$ cat src/hdl/fne_pkg.sv
// fne_pkg: shared types and constants of the FASTA nucleotide encoder.
// Used by the channel interfaces and by every module of the block.
// No dependencies.
`timescale 1ns / 1ps

package fne_pkg;

  // Default width of every counter and position register
  localparam int COUNT_BITS_DEFAULT = 32;
  // Width of the counter and position fields on the result channel
  localparam int FIELD_BITS = 32;
  // Entries in the queue between the front and back parts
  localparam int QUEUE_DEPTH = 2;

  // Byte classes; the four bases share their values with their symbol codes
  typedef enum logic [2:0] {
    CLS_A     = 3'd0,
    CLS_C     = 3'd1,
    CLS_G     = 3'd2,
    CLS_T     = 3'd3,
    CLS_WILD  = 3'd4,
    CLS_SPACE = 3'd6,
    CLS_BAD   = 3'd7
  } cls_t;

  // Symbol codes that are not bases
  localparam logic [2:0] CODE_NONE = 3'd0;
  localparam logic [2:0] CODE_WILD = 3'd4;
  localparam logic [2:0] CODE_SEP  = 3'd5;

  // One classified byte as it travels through the queue
  typedef struct packed {
    cls_t cls;
    logic is_gt;
    logic is_nl;
    logic last;
  } op_t;

  // Front to queue
  typedef struct packed {
    logic push;
    op_t  op;
  } q_wr_t;

  // Queue to back
  typedef struct packed {
    logic valid;
    op_t  op;
  } q_rd_t;

endpackage

$ cat src/hdl/fne_if.sv
// Channel interfaces of the FASTA nucleotide encoder: byte input and result output.
// Depends on fne_pkg for the field widths.
`timescale 1ns / 1ps

interface fne_in_if;
  logic       valid;
  logic       ready;
  logic [7:0] data_byte;
  logic       last_byte;

  modport source (output valid, output data_byte, output last_byte, input ready);
  modport sink   (input valid, input data_byte, input last_byte, output ready);
endinterface

interface fne_out_if;
  logic                          valid;
  logic                          ready;
  logic                          sym_valid;
  logic [2:0]                    sym_code;
  logic                          range_valid;
  logic [fne_pkg::FIELD_BITS-1:0] range_start;
  logic [fne_pkg::FIELD_BITS-1:0] range_length;
  logic                          error;
  logic [fne_pkg::FIELD_BITS-1:0] count_a;
  logic [fne_pkg::FIELD_BITS-1:0] count_c;
  logic [fne_pkg::FIELD_BITS-1:0] count_g;
  logic [fne_pkg::FIELD_BITS-1:0] count_t;
  logic [fne_pkg::FIELD_BITS-1:0] special_count;
  logic [fne_pkg::FIELD_BITS-1:0] total_length;

  modport source (
    output valid, output sym_valid, output sym_code, output range_valid,
    output range_start, output range_length, output error,
    output count_a, output count_c, output count_g, output count_t,
    output special_count, output total_length,
    input ready
  );
  modport sink (
    input valid, input sym_valid, input sym_code, input range_valid,
    input range_start, input range_length, input error,
    input count_a, input count_c, input count_g, input count_t,
    input special_count, input total_length,
    output ready
  );
endinterface

$ cat src/hdl/fasta_nucleotide_encoder_unit.sv
// FASTA nucleotide encoder, top level.
// Channel "fasta" (sink) takes one file byte per beat with its last_byte mark.
// Channel "symbols" (source) gives exactly one result beat per byte: the
// symbol it produced (if any), a closed special run (if any), the sticky
// error flag and the running counts taken after that byte.
// A byte beat is classified and written into a two-entry queue; the back
// part takes one entry per cycle while the result register is free or being
// drained, updates the line state and counters and loads the result register.
// Throughput is one byte per cycle while the receiver does not stall.
// When the receiver stalls, the result register holds its beat and the queue
// fills; fasta.ready drops only once both queue entries are taken.
// Reset (rst, synchronous, active high) empties the queue and the result
// register and clears all line state and counters. The byte marked last is
// encoded normally, then the state returns to its reset values for the next
// file. Counters and positions saturate at 2^COUNT_BITS - 1.
// Depends on fne_pkg, fne_if, fne_front, fne_queue and fne_back.
`timescale 1ns / 1ps

module fasta_nucleotide_encoder_unit #(
  parameter int COUNT_BITS = fne_pkg::COUNT_BITS_DEFAULT
) (
  input  logic       clk,
  input  logic       rst,
  fne_in_if.sink     fasta,
  fne_out_if.source  symbols
);
  import fne_pkg::*;

  q_wr_t wr;
  q_rd_t rd;
  logic  full;
  logic  pop;

  // Byte intake and classification
  fne_front u_front (
    .fasta (fasta),
    .full  (full),
    .wr    (wr)
  );

  // Decoupling queue
  fne_queue u_queue (
    .clk  (clk),
    .rst  (rst),
    .wr   (wr),
    .pop  (pop),
    .rd   (rd),
    .full (full)
  );

  // Encoding, counters and result register
  fne_back #(
    .COUNT_BITS (COUNT_BITS)
  ) u_back (
    .clk     (clk),
    .rst     (rst),
    .rd      (rd),
    .pop     (pop),
    .symbols (symbols)
  );

endmodule

$ cat src/hdl/fne_front.sv
// fne_front: accepts byte beats and classifies each byte for the queue.
// Depends on fne_pkg and fne_in_if.
`timescale 1ns / 1ps

module fne_front (
  fne_in_if.sink          fasta,
  input  logic            full,
  output fne_pkg::q_wr_t  wr
);
  import fne_pkg::*;

  // Map a raw byte to its class
  function automatic cls_t classify(input logic [7:0] b);
    cls_t c;
    case (b)
      "A", "a":           c = CLS_A;
      "C", "c":           c = CLS_C;
      "G", "g":           c = CLS_G;
      "T", "t", "U", "u": c = CLS_T;
      "N", "S", "Y", "W", "R", "K", "V", "B", "D", "H", "M",
      "n", "s", "y", "w", "r", "k", "v", "b", "d", "h", "m":
                          c = CLS_WILD;
      8'h20, 8'h09, 8'h0A, 8'h0B, 8'h0C, 8'h0D:
                          c = CLS_SPACE;
      default:            c = CLS_BAD;
    endcase
    return c;
  endfunction

  // Take a beat whenever the queue has room
  assign fasta.ready = !full;

  always_comb begin
    wr.push     = fasta.valid && !full;
    wr.op.cls   = classify(fasta.data_byte);
    wr.op.is_gt = (fasta.data_byte == ">");
    wr.op.is_nl = (fasta.data_byte == 8'h0A);
    wr.op.last  = fasta.last_byte;
  end

endmodule

$ cat src/hdl/fne_queue.sv
// fne_queue: short FIFO of classified bytes between the front and back parts.
// Depends on fne_pkg.
`timescale 1ns / 1ps

module fne_queue (
  input  logic            clk,
  input  logic            rst,
  input  fne_pkg::q_wr_t  wr,
  input  logic            pop,
  output fne_pkg::q_rd_t  rd,
  output logic            full
);
  import fne_pkg::*;

  localparam int PtrBits = (QUEUE_DEPTH > 1) ? $clog2(QUEUE_DEPTH) : 1;
  localparam int CntBits = $clog2(QUEUE_DEPTH + 1);

  op_t                slots [QUEUE_DEPTH];
  logic [PtrBits-1:0] wr_ptr;
  logic [PtrBits-1:0] rd_ptr;
  logic [CntBits-1:0] fill;

  function automatic logic [PtrBits-1:0] ptr_inc(input logic [PtrBits-1:0] p);
    return (p == PtrBits'(QUEUE_DEPTH - 1)) ? '0 : p + 1'b1;
  endfunction

  assign full     = (fill == CntBits'(QUEUE_DEPTH));
  assign rd.valid = (fill != '0);
  assign rd.op    = slots[rd_ptr];

  // Pointers and fill level
  always_ff @(posedge clk) begin
    if (rst) begin
      wr_ptr <= '0;
      rd_ptr <= '0;
      fill   <= '0;
    end else begin
      if (wr.push) wr_ptr <= ptr_inc(wr_ptr);
      if (pop)     rd_ptr <= ptr_inc(rd_ptr);
      if (wr.push && !pop)      fill <= fill + 1'b1;
      else if (pop && !wr.push) fill <= fill - 1'b1;
    end
  end

  // Storage
  always_ff @(posedge clk) begin
    if (wr.push) slots[wr_ptr] <= wr.op;
  end

endmodule

$ cat src/hdl/fne_back.sv
// fne_back: line state machine, symbol encoding, run tracking, counters and result register.
// Depends on fne_pkg and fne_out_if.
`timescale 1ns / 1ps

module fne_back #(
  parameter int COUNT_BITS = fne_pkg::COUNT_BITS_DEFAULT
) (
  input  logic            clk,
  input  logic            rst,
  input  fne_pkg::q_rd_t  rd,
  output logic            pop,
  fne_out_if.source       symbols
);
  import fne_pkg::*;

  typedef enum logic [2:0] {
    MODE_START  = 3'b001,
    MODE_HEADER = 3'b010,
    MODE_SEQ    = 3'b100
  } mode_t;

  typedef struct packed {
    logic                  sym_valid;
    logic [2:0]            sym_code;
    logic                  range_valid;
    logic [FIELD_BITS-1:0] range_start;
    logic [FIELD_BITS-1:0] range_length;
    logic                  error;
    logic [FIELD_BITS-1:0] count_a;
    logic [FIELD_BITS-1:0] count_c;
    logic [FIELD_BITS-1:0] count_g;
    logic [FIELD_BITS-1:0] count_t;
    logic [FIELD_BITS-1:0] special_count;
    logic [FIELD_BITS-1:0] total_length;
  } res_t;

  function automatic logic [COUNT_BITS-1:0] sat_inc(input logic [COUNT_BITS-1:0] v);
    return (&v) ? v : v + 1'b1;
  endfunction

  mode_t                 mode, mode_next;
  logic                  header_seen, header_seen_next;
  logic [COUNT_BITS-1:0] run_length, run_length_next;
  logic [COUNT_BITS-1:0] run_start, run_start_next;
  logic [COUNT_BITS-1:0] base_counts [4];
  logic [COUNT_BITS-1:0] base_counts_next [4];
  logic [COUNT_BITS-1:0] special_total, special_total_next;
  logic [COUNT_BITS-1:0] emitted_length, emitted_length_next;
  logic                  error_latch, error_latch_next;

  logic                  out_valid;
  res_t                  res, res_next;
  logic [2:0]            cls_bits;
  logic                  take_special;
  logic                  sym_valid;
  logic [2:0]            sym_code;
  logic                  range_valid;
  logic [COUNT_BITS-1:0] range_start;
  logic [COUNT_BITS-1:0] range_length;

  // Work on the head of the queue when the result register is free or being drained
  assign pop      = rd.valid && (!out_valid || symbols.ready);
  assign cls_bits = rd.op.cls;

  // Per-byte state update
  always_comb begin
    mode_next           = mode;
    header_seen_next    = header_seen;
    run_length_next     = run_length;
    run_start_next      = run_start;
    base_counts_next    = base_counts;
    special_total_next  = special_total;
    emitted_length_next = emitted_length;
    error_latch_next    = error_latch;
    take_special        = 1'b0;
    sym_valid           = 1'b0;
    sym_code            = CODE_NONE;
    range_valid         = 1'b0;
    range_start         = '0;
    range_length        = '0;

    if (!error_latch) begin
      case (mode)
        MODE_HEADER: begin
          if (rd.op.is_nl) mode_next = MODE_START;
        end
        MODE_START, MODE_SEQ: begin
          if (mode == MODE_START && rd.op.is_gt) begin
            // header line; later headers emit a separator
            if (header_seen) begin
              take_special = 1'b1;
              sym_valid    = 1'b1;
              sym_code     = CODE_SEP;
            end
            header_seen_next = 1'b1;
            mode_next        = MODE_HEADER;
          end else if (rd.op.is_nl) begin
            mode_next = MODE_START;
          end else begin
            mode_next = MODE_SEQ;
            case (rd.op.cls)
              CLS_BAD: error_latch_next = 1'b1;
              CLS_WILD: begin
                take_special = 1'b1;
                sym_valid    = 1'b1;
                sym_code     = CODE_WILD;
              end
              CLS_A, CLS_C, CLS_G, CLS_T: begin
                base_counts_next[cls_bits[1:0]] = sat_inc(base_counts[cls_bits[1:0]]);
                // a base closes any open special run
                if (run_length != '0) begin
                  range_valid  = 1'b1;
                  range_start  = run_start;
                  range_length = run_length;
                end
                run_length_next     = '0;
                emitted_length_next = sat_inc(emitted_length);
                sym_valid           = 1'b1;
                sym_code            = cls_bits;
              end
              default: ; // whitespace is skipped
            endcase
          end
        end
        default: ;
      endcase
    end

    // wildcard or separator extends the special run
    if (take_special) begin
      if (run_length == '0) run_start_next = emitted_length;
      run_length_next     = sat_inc(run_length);
      special_total_next  = sat_inc(special_total);
      emitted_length_next = sat_inc(emitted_length);
    end
  end

  // Result fields, taken after this byte
  always_comb begin
    res_next.sym_valid     = sym_valid;
    res_next.sym_code      = sym_code;
    res_next.range_valid   = range_valid;
    res_next.range_start   = FIELD_BITS'(range_start);
    res_next.range_length  = FIELD_BITS'(range_length);
    res_next.error         = error_latch_next;
    res_next.count_a       = FIELD_BITS'(base_counts_next[0]);
    res_next.count_c       = FIELD_BITS'(base_counts_next[1]);
    res_next.count_g       = FIELD_BITS'(base_counts_next[2]);
    res_next.count_t       = FIELD_BITS'(base_counts_next[3]);
    res_next.special_count = FIELD_BITS'(special_total_next);
    res_next.total_length  = FIELD_BITS'(emitted_length_next);
  end

  // State registers; the last byte of a file returns everything to reset values
  always_ff @(posedge clk) begin
    if (rst || (pop && rd.op.last)) begin
      mode           <= MODE_START;
      header_seen    <= 1'b0;
      run_length     <= '0;
      run_start      <= '0;
      base_counts    <= '{default: '0};
      special_total  <= '0;
      emitted_length <= '0;
      error_latch    <= 1'b0;
    end else if (pop) begin
      mode           <= mode_next;
      header_seen    <= header_seen_next;
      run_length     <= run_length_next;
      run_start      <= run_start_next;
      base_counts    <= base_counts_next;
      special_total  <= special_total_next;
      emitted_length <= emitted_length_next;
      error_latch    <= error_latch_next;
    end
  end

  // Result register
  always_ff @(posedge clk) begin
    if (rst) begin
      out_valid <= 1'b0;
    end else if (pop) begin
      out_valid <= 1'b1;
    end else if (symbols.ready) begin
      out_valid <= 1'b0;
    end
  end

  always_ff @(posedge clk) begin
    if (pop) res <= res_next;
  end

  assign symbols.valid         = out_valid;
  assign symbols.sym_valid     = res.sym_valid;
  assign symbols.sym_code      = res.sym_code;
  assign symbols.range_valid   = res.range_valid;
  assign symbols.range_start   = res.range_start;
  assign symbols.range_length  = res.range_length;
  assign symbols.error         = res.error;
  assign symbols.count_a       = res.count_a;
  assign symbols.count_c       = res.count_c;
  assign symbols.count_g       = res.count_g;
  assign symbols.count_t       = res.count_t;
  assign symbols.special_count = res.special_count;
  assign symbols.total_length  = res.total_length;

  // A closed run is always reported together with the base that closed it
  a_range_with_base: assert property (@(posedge clk) disable iff (rst)
    out_valid && res.range_valid |-> res.sym_valid && (res.sym_code < CODE_WILD))
    else $error("range reported without a closing base");

  // A reported run is never empty
  a_range_nonempty: assert property (@(posedge clk) disable iff (rst)
    out_valid && res.range_valid |-> res.range_length != '0)
    else $error("empty special run reported");

  // Once in error, a byte changes neither the flag nor the position
  a_error_frozen: assert property (@(posedge clk) disable iff (rst)
    pop && error_latch && !rd.op.last |=> error_latch && $stable(emitted_length))
    else $error("state moved while in error");

  // End of file returns the state to its start
  a_eof_clears: assert property (@(posedge clk) disable iff (rst)
    pop && rd.op.last |=> (mode == MODE_START) && !error_latch && (emitted_length == '0))
    else $error("state not cleared after last byte");

endmodule
$ cat src/flat_wrapper.sv
// flat-port wrapper written by rule: the top's interface ports become plain ports
module fasta_nucleotide_encoder_unit_flat import fne_pkg::*;
#(
  parameter int COUNT_BITS = fne_pkg::COUNT_BITS_DEFAULT
)
  (clk, rst, fasta_valid, fasta_data_byte, fasta_last_byte, fasta_ready, symbols_valid, symbols_sym_valid, symbols_sym_code, symbols_range_valid, symbols_range_start, symbols_range_length, symbols_error, symbols_count_a, symbols_count_c, symbols_count_g, symbols_count_t, symbols_special_count, symbols_total_length, symbols_ready);
  fne_in_if fasta_i ();
  fne_out_if symbols_i ();
  input  logic clk;
  input  logic rst;
  input wire logic [$bits(fasta_i.valid)-1:0] fasta_valid;
  input wire logic [$bits(fasta_i.data_byte)-1:0] fasta_data_byte;
  input wire logic [$bits(fasta_i.last_byte)-1:0] fasta_last_byte;
  output wire logic [$bits(fasta_i.ready)-1:0] fasta_ready;
  output wire logic [$bits(symbols_i.valid)-1:0] symbols_valid;
  output wire logic [$bits(symbols_i.sym_valid)-1:0] symbols_sym_valid;
  output wire logic [$bits(symbols_i.sym_code)-1:0] symbols_sym_code;
  output wire logic [$bits(symbols_i.range_valid)-1:0] symbols_range_valid;
  output wire logic [$bits(symbols_i.range_start)-1:0] symbols_range_start;
  output wire logic [$bits(symbols_i.range_length)-1:0] symbols_range_length;
  output wire logic [$bits(symbols_i.error)-1:0] symbols_error;
  output wire logic [$bits(symbols_i.count_a)-1:0] symbols_count_a;
  output wire logic [$bits(symbols_i.count_c)-1:0] symbols_count_c;
  output wire logic [$bits(symbols_i.count_g)-1:0] symbols_count_g;
  output wire logic [$bits(symbols_i.count_t)-1:0] symbols_count_t;
  output wire logic [$bits(symbols_i.special_count)-1:0] symbols_special_count;
  output wire logic [$bits(symbols_i.total_length)-1:0] symbols_total_length;
  input wire logic [$bits(symbols_i.ready)-1:0] symbols_ready;
  assign fasta_i.valid = fasta_valid;
  assign fasta_i.data_byte = fasta_data_byte;
  assign fasta_i.last_byte = fasta_last_byte;
  assign fasta_ready = fasta_i.ready;
  assign symbols_valid = symbols_i.valid;
  assign symbols_sym_valid = symbols_i.sym_valid;
  assign symbols_sym_code = symbols_i.sym_code;
  assign symbols_range_valid = symbols_i.range_valid;
  assign symbols_range_start = symbols_i.range_start;
  assign symbols_range_length = symbols_i.range_length;
  assign symbols_error = symbols_i.error;
  assign symbols_count_a = symbols_i.count_a;
  assign symbols_count_c = symbols_i.count_c;
  assign symbols_count_g = symbols_i.count_g;
  assign symbols_count_t = symbols_i.count_t;
  assign symbols_special_count = symbols_i.special_count;
  assign symbols_total_length = symbols_i.total_length;
  assign symbols_i.ready = symbols_ready;
  fasta_nucleotide_encoder_unit #(.COUNT_BITS(COUNT_BITS)) u_core (.clk(clk), .rst(rst), .fasta(fasta_i), .symbols(symbols_i));
endmodule
$ cat config.mk
export PLATFORM = sky130hd
export DESIGN_NAME = fasta_nucleotide_encoder_unit_flat
export DESIGN_NICKNAME = d
export VERILOG_FILES = /design/src/hdl/fne_pkg.sv /design/src/hdl/fne_if.sv /design/src/hdl/fasta_nucleotide_encoder_unit.sv /design/src/hdl/fne_front.sv /design/src/hdl/fne_queue.sv /design/src/hdl/fne_back.sv /design/src/flat_wrapper.sv
export SDC_FILE = /design/constraint.sdc
export NUM_CORES = 1
export LEC_CHECK = 0
export CAP_MARGIN = 5
export CORE_MARGIN = 2
export CORE_UTILIZATION = 55
export DETAILED_ROUTE_END_ITERATION = 16
export DONT_BUFFER_PORTS = 1
export HOLD_SLACK_MARGIN = 0.12
export PLACE_DENSITY = 0.77
export SKIP_LAST_GASP = 1
export SYNTH_ARGS = -nofsm -noshare
export SYNTH_HDL_FRONTEND = slang
export SYNTH_SLANG_ARGS = --single-unit
$ cat constraint.sdc
create_clock -name clk -period 13.7 [get_ports clk]
set_input_delay 0.685 -clock clk [delete_from_list [all_inputs] [get_ports clk]]
set_output_delay 0.685 -clock clk [all_outputs]
set_load 0.005 [all_outputs]
==> run metrics, run 1 <==
outcome=completed; first-pass GRT wire length=88390 um; PD cells=170.5 nW/um2; clock-pin slew of the registers on the worst-case setup and hold paths=0.06 ns; Synth-to-Final Area Change=8.888%; Post-Syn Area=23890 um2; final net count=2217; YS warnings=0; H-Tree Depth=2; vias per inst=5.994; placed cell count=2721; CP max FO=26; P_int=3111 uW; die area=45120 um2; Sw Pwr=1326 uW; 1st-pass router iterations=6; Commonest cells post-synth=nand2_1, edfxtp_1, dfxtp_1; final setup TNS=0 ns; fin crit period=5.275 ns; routed len/inst=20.14 um; Final Hold Vio Count=0; Synth area leaders=edfxtp_1, dfxtp_1, o21ai_0; FF+latch count, synth=541; area of the multi-input gates=9696 um2; RSZ-0062 raised after global routing=no; CTS tree=done; via count=16920; CORE AREA=42980 um2; count of pins over their slew limit=0; share of total power in sequential cells=53.5%; number of I/O pins=277; Leakage=0.008811 uW; r2r endpoint=u_core.u_back.symbols.count_g[23]; slew of the pin with the lowest slew margin=1.158 ns; Pwr Total=4437 uW; FFs w/ async S/R, synth=0%; Peak VDD IR=0.1679 mV; Post-synth EDFFs=274; class of the worst hold path=in -> reg; Reg2Reg Depth=9; clock sink count=541; IO Port Bufs=0; Worst-Skew Late Latency=0.61 ns; switching part of the total=29.89%; Initial Utilization=55.58%; largest net degree at the start of global routing=128; CP Data Arrival Time=5.59 ns; syn_nets=2288; max reg flops=128; Unique masters post-synth=71; Min Hold Slack=0.1596 ns; Worst Skew=0.01967 ns; setup violators final=0; pre-CTS WS=8.514 ns; DRT antenna net count=0; most flop-heavy register=u_core.u_back.base_counts; Final WS setup=8.425 ns; Placer Congestion=0.8892; Fill cells=3435; Rows=76; Worst Setup Start Kind=flip-flop; most frequent cell after synthesis=nand2_1; Setup crit end=u_core.u_back.symbols.count_g[23]; Synth Instances=2264; Die X=212.4 um; cts bufs inserted=54; ratio of cells with drive above 1 in the final layout=8.937%; WS Path Type=reg -> reg; crit end category=flip-flop; routed wire length=56850 um; share of the synthesized area in the top cell type=34.44%; post-route clock period utilization=38.50%; Synth area leader=edfxtp_1; DRC violations left=0; max_slew headroom=22.74%; synthesized area per cell=10.55 um2; postcts setup bufs=0; clock tree buffer depth=3; Max Clk Rate=189.6 MHz; detailed placement HPWL=36490 um; r2r setup slk=8.43 ns; Max-Cap Viols=0; worst hold path stage count=1; Die Y=212.4 um; vias in the first global route=15740; Finished Layout Cells=2823; initial antenna violation count=0; part of the power in combinational logic=13.6%; total gr overflow=0; # diodes=0; Register Area=13570 um2; CP required=14.01 ns; drt initial violations=1679; Clock Power Share=32.8%; Tot GR Track Use=24.89%; CTS root buffer=clkbuf_16; Main synth FF type=edfxtp_1; Seq/Total Area, Yosys=56.81%
power by group through the flow:
stage / clock, uW / combinational (uW) / sequential [uW]
2_1_floorplan: 0 / 465 / 2430
3_3_place_gp: 0 / 590 / 2410
3_5_place_dp: 0 / 611 / 2410
4_1_cts: 1480 / 611 / 2380
5_1_grt: 1550 / 665 / 2410
6_report: 1460 / 604 / 2370
area by class of cell:
class                      count  area share [%]
sequential                   541           52.18
multi-input combinational   1549           37.27
clock buffer                  72           5.651
tap                          585           2.814
clock inverter                29           1.082
timing repair buffer          20          0.5868
inverter                      27          0.4184
cells in the final DEF, fill, tap and decap left out, drive strengths merged, types with 56 or more instances in the layout:
cell	n
edfxtp	274
clkbuf	72
xnor2	90
o21ai	253
dfxtp	267
nand3	56
mux2i	63
nor2	213
nand2	276
a21oi	131
and2	68
xor2	83
worst max-delay path, stage by stage (launching register included):
cell	delay [ns]
dfxtp_1	0.82
mux2i_4	0.87
buf_4	0.52
mux4_2	0.44
nor2_1	0.13
nor4b_2	0.30
and3_1	0.89
a211oi_2	0.18
xnor2_1	0.58
o21ai_0	0.24
metrics by stage:
step / area (um2) / utilization (%)
after floorplan: 23890 / -
final: 26010 / 60.52
after CTS: 26000 / 60.50
after detailed placement: 24250 / 56.42
after global routing: 26010 / 60.52
after global placement: 24250 / 56.42
repair_timing:
item                                   CTS  global route
endpoints found under the hold margin    0             1
gates resized for setup                  0             0
hold buffers                             0             1
setup endpoints to repair                0             0
layer usage:
layer	routed length, um	share of wire (%)	global-route usage [%]	vias up
li1	-	-	-	7910
met3	5801	10	8.360	106
met2	26250	46	38.84	734
met4	1431	2.5	8.006	0
met5	0	0	0	-
met1	23370	41	32.73	8171
kinds of logic (layout without fill, tap and decap cells):
| family | after synthesis | after routing | synth area share (%) |
|---|---|---|---|
| xor gates and xnor gates | 173 | 173 | 6.688 |
| AOI/OAI and AO/OA | 454 | 454 | 10.49 |
| DFF | 541 | 541 | 56.81 |
| and+or+nand+nor | 806 | 806 | 16.30 |
| adders and majority gates | 11 | 11 | 0.5761 |
| buffers and inverters | 174 | 148 | 3.006 |
| muxes | 105 | 105 | 6.128 |
worst min path at each step:
| stage | startpoint | to |
|---|---|---|
| 6_report | rst | u_core.u_back.symbols.valid |
| 5_1_grt | rst | u_core.u_back.symbols.valid |
| 4_1_cts | rst | u_core.u_queue.rd_ptr |
| 3_5_place_dp | u_core.u_back.base_counts[0] | u_core.u_back.base_counts[0] |
| 3_3_place_gp | u_core.u_back.run_start[11] | u_core.u_back.run_start[11] |
| 2_1_floorplan | u_core.u_back.run_start[11] | u_core.u_back.run_start[11] |
Note: power is estimated with default switching activity, not from simulation.
==> run 2: changes to the inputs <==
==> constraint.sdc (replaced) <==
create_clock -name clk -period 5 [get_ports clk]
set_input_delay 0.25 -clock clk [delete_from_list [all_inputs] [get_ports clk]]
set_output_delay 0.25 -clock clk [all_outputs]
set_load 0.005 [all_outputs]
==> run 2 against run 1 <==
Effect of this change: power increased to 2.7 times the previous value; first-iteration DRC count fell by 2.5%; critical endpoint is now u_core.u_back.symbols.count_g[6]; largest cell class unchanged; worst hold slack better by 0.020 ns.
==> run metrics, run 2 (synthesis gave the netlist of run 1 again) <==
placed cell count=2729 (+0.29%); Placer Congestion=0.8804 (-0.99%); vias in the first global route=15980 (+1.5%); Register Area=13570 um2 (unchanged); drt initial violations=1637 (-2.5%); PD cells=462.3 nW/um2 (+170%); CTS tree=done; setup violators final=0 (unchanged); postcts setup bufs=0 (unchanged); final setup TNS=0 ns (unchanged); worst path cell trace=mux2_4 -> mux4_2 -> ha_1 -> o311ai_0 -> or4_1 -> nor4b_4 -> nand3_2 -> o21ai_1 -> xor2_1 -> o21ai_0; area of the multi-input gates=9684 um2 (-0.12%); most frequent cells in the layout=nand2_1, edfxtp_1, dfxtp_1; most flop-heavy register=u_core.u_back.base_counts; Tot GR Track Use=25.27% (+0.38 points); RSZ-0062 raised after global routing=no; H-Tree Depth=2 (unchanged); via count=17090 (+0.97%); Leakage=0.008893 uW (+0.93%); CTS root buffer=clkbuf_16; Max Clk Rate=224.9 MHz (+19%); Final Hold Vio Count=0 (unchanged); routed len/inst=20.43 um (+1.4%); 1st-pass router iterations=6 (unchanged); met2 Track Usage GR=40.04% (+1.2 points); Pwr Total=12090 uW (+170%); WS Path Type=reg -> reg; Worst-Skew Late Latency=0.60 ns (about the same); Max-Cap Viols=0 (unchanged); largest stage delay on the critical path=0.52 ns (-0.37 ns); max_slew headroom=23.94% (+1.2 points); Worst Skew=0.01765 ns (-0.002019 ns); final net count=2237 (+0.90%); Finished Layout Cells=2846 (+0.81%); most common cell after layout, fill and taps aside=nand2_1; routed wire length=58140 um (+2.3%); DRC violations left=0 (unchanged); Synth-to-Final Area Change=9.459%; Die Y=212.4 um (unchanged); clock tree buffer depth=3 (unchanged); detailed placement HPWL=37760 um (+3.5%); ratio of cells with drive above 1 in the final layout=9.385% (+0.45 points); layer with the highest usage=met2; Initial Utilization=55.58% (unchanged); largest net degree at the start of global routing=77 (-40%); outcome=completed; clock-pin slew of the registers on the worst-case setup and hold paths=0.06 ns (about the same); initial antenna violation count=2 (+2); crit end category=flip-flop; total gr overflow=0 (unchanged); CP required=5.32 ns (-8.69 ns); GR Util met3=7.208% (-1.2 points); slew of the pin with the lowest slew margin=1.140 ns (-0.01801 ns); Worst Setup Start Kind=flip-flop; clock sink count=541 (unchanged); GR Util met1=33.67% (+0.94 points); Min Hold Slack=0.1791 ns (+0.01951 ns); fin crit period=4.446 ns (-0.8293 ns); Die X=212.4 um (unchanged); pre-CTS WS=0.6442 ns (-7.869 ns); CP Data Arrival Time=4.76 ns (-0.83 ns); Final WS setup=0.5543 ns (-7.871 ns); IO Port Bufs=0 (unchanged); Peak VDD IR=0.3081 mV (+83%); max reg flops=128 (unchanged); number of I/O pins=277 (unchanged); count of pins over their slew limit=0 (unchanged); post-route clock period utilization=88.91% (+50 points); Crit-path slowest cell=edfxtp_1; Fill cells=3452 (+0.49%); DRT antenna net count=0 (unchanged); die area=45120 um2 (unchanged); Rows=76 (unchanged); CP max FO=22 (-15%); CORE AREA=42980 um2 (unchanged); first-pass GRT wire length=89890 um (+1.7%); vias per inst=6.003 (+0.15%); class of the worst hold path=in -> reg; cts bufs inserted=54 (unchanged)
-- run 2: cell count changes in the layout (fill, tap and decap cells not counted), sizes merged --
| cell | before | now |
|---|---|---|
| buf | 19 | 27 |
| bufinv | 4 | 2 |
| clkinv | 18 | 22 |
| clkinvlp | 3 | 4 |
| diode | 0 | 2 |
| dlygate4sd3 | 1 | 13 |
| inv | 31 | 29 |
-- run 2: per-layer routing --
layer  up-vias  part of all wire [%]
met5         -                     0
met4         0                   2.5
met3       108                   9.1
met2       709                    47
met1      8326                    42
li1       7942                     -
-- run 2: timing repair --
action,CTS,global route
hold buffers,13,0
hold endpoints to repair,52,0
gates resized for setup,0,0
-- run 2: final cells by class --
cell class / count / share of cell area [%]
clock inverter: 30 / 0.8612
inverter: 27 / 0.4163
antenna: 2 / 0.01914
tap: 585 / 2.799
clock buffer: 72 / 5.694
timing repair buffer: 40 / 1.273
sequential: 541 / 51.90
multi-input combinational: 1549 / 37.03
-- run 2: path summary, 6_finish.rpt --
kind,from,end,slack [ns],depth (start not counted)
max,u_core.u_queue.slots[1][3],u_core.u_back.symbols.count_g[6],0.55,10
min,fasta_data_byte[3],u_core.u_queue.slots[0][3],0.18,4
max reg2reg,u_core.u_queue.slots[1][3],u_core.u_back.symbols.count_g[6],0.55,10
min reg2reg,u_core.u_back.run_start[29],u_core.u_back.run_start[29],0.49,2
-- run 2: worst max-delay path, delay by kind of cell (launching register included) --
kind,cells,cell delay [ns]
AO/OA/AOI/OAI,3,0.71
XOR/XNOR,1,0.45
adder cells (fa/ha/maj),1,0.21
flip-flops,1,0.52
multiplexers,2,0.85
AND/OR/NAND/NOR,3,1.40
-- run 2: metrics by stage --
stage / utilization, % / area (um2)
2_1_floorplan: - / 23890
3_3_place_gp: 56.54 / 24300
3_5_place_dp: 56.54 / 24300
4_1_cts: 60.83 / 26150
5_1_grt: 60.84 / 26150
6_report: 60.84 / 26150
-- run 2: power by group --
group          leakage [uW]  internal [uW]  switching, uW  total [uW]
Sequential          0.00485           5860            616        6470
Combinational       0.00320            389           1310        1700
Clock              0.000842           2200           1710        3910
Total               0.00889           8450           3640       12100
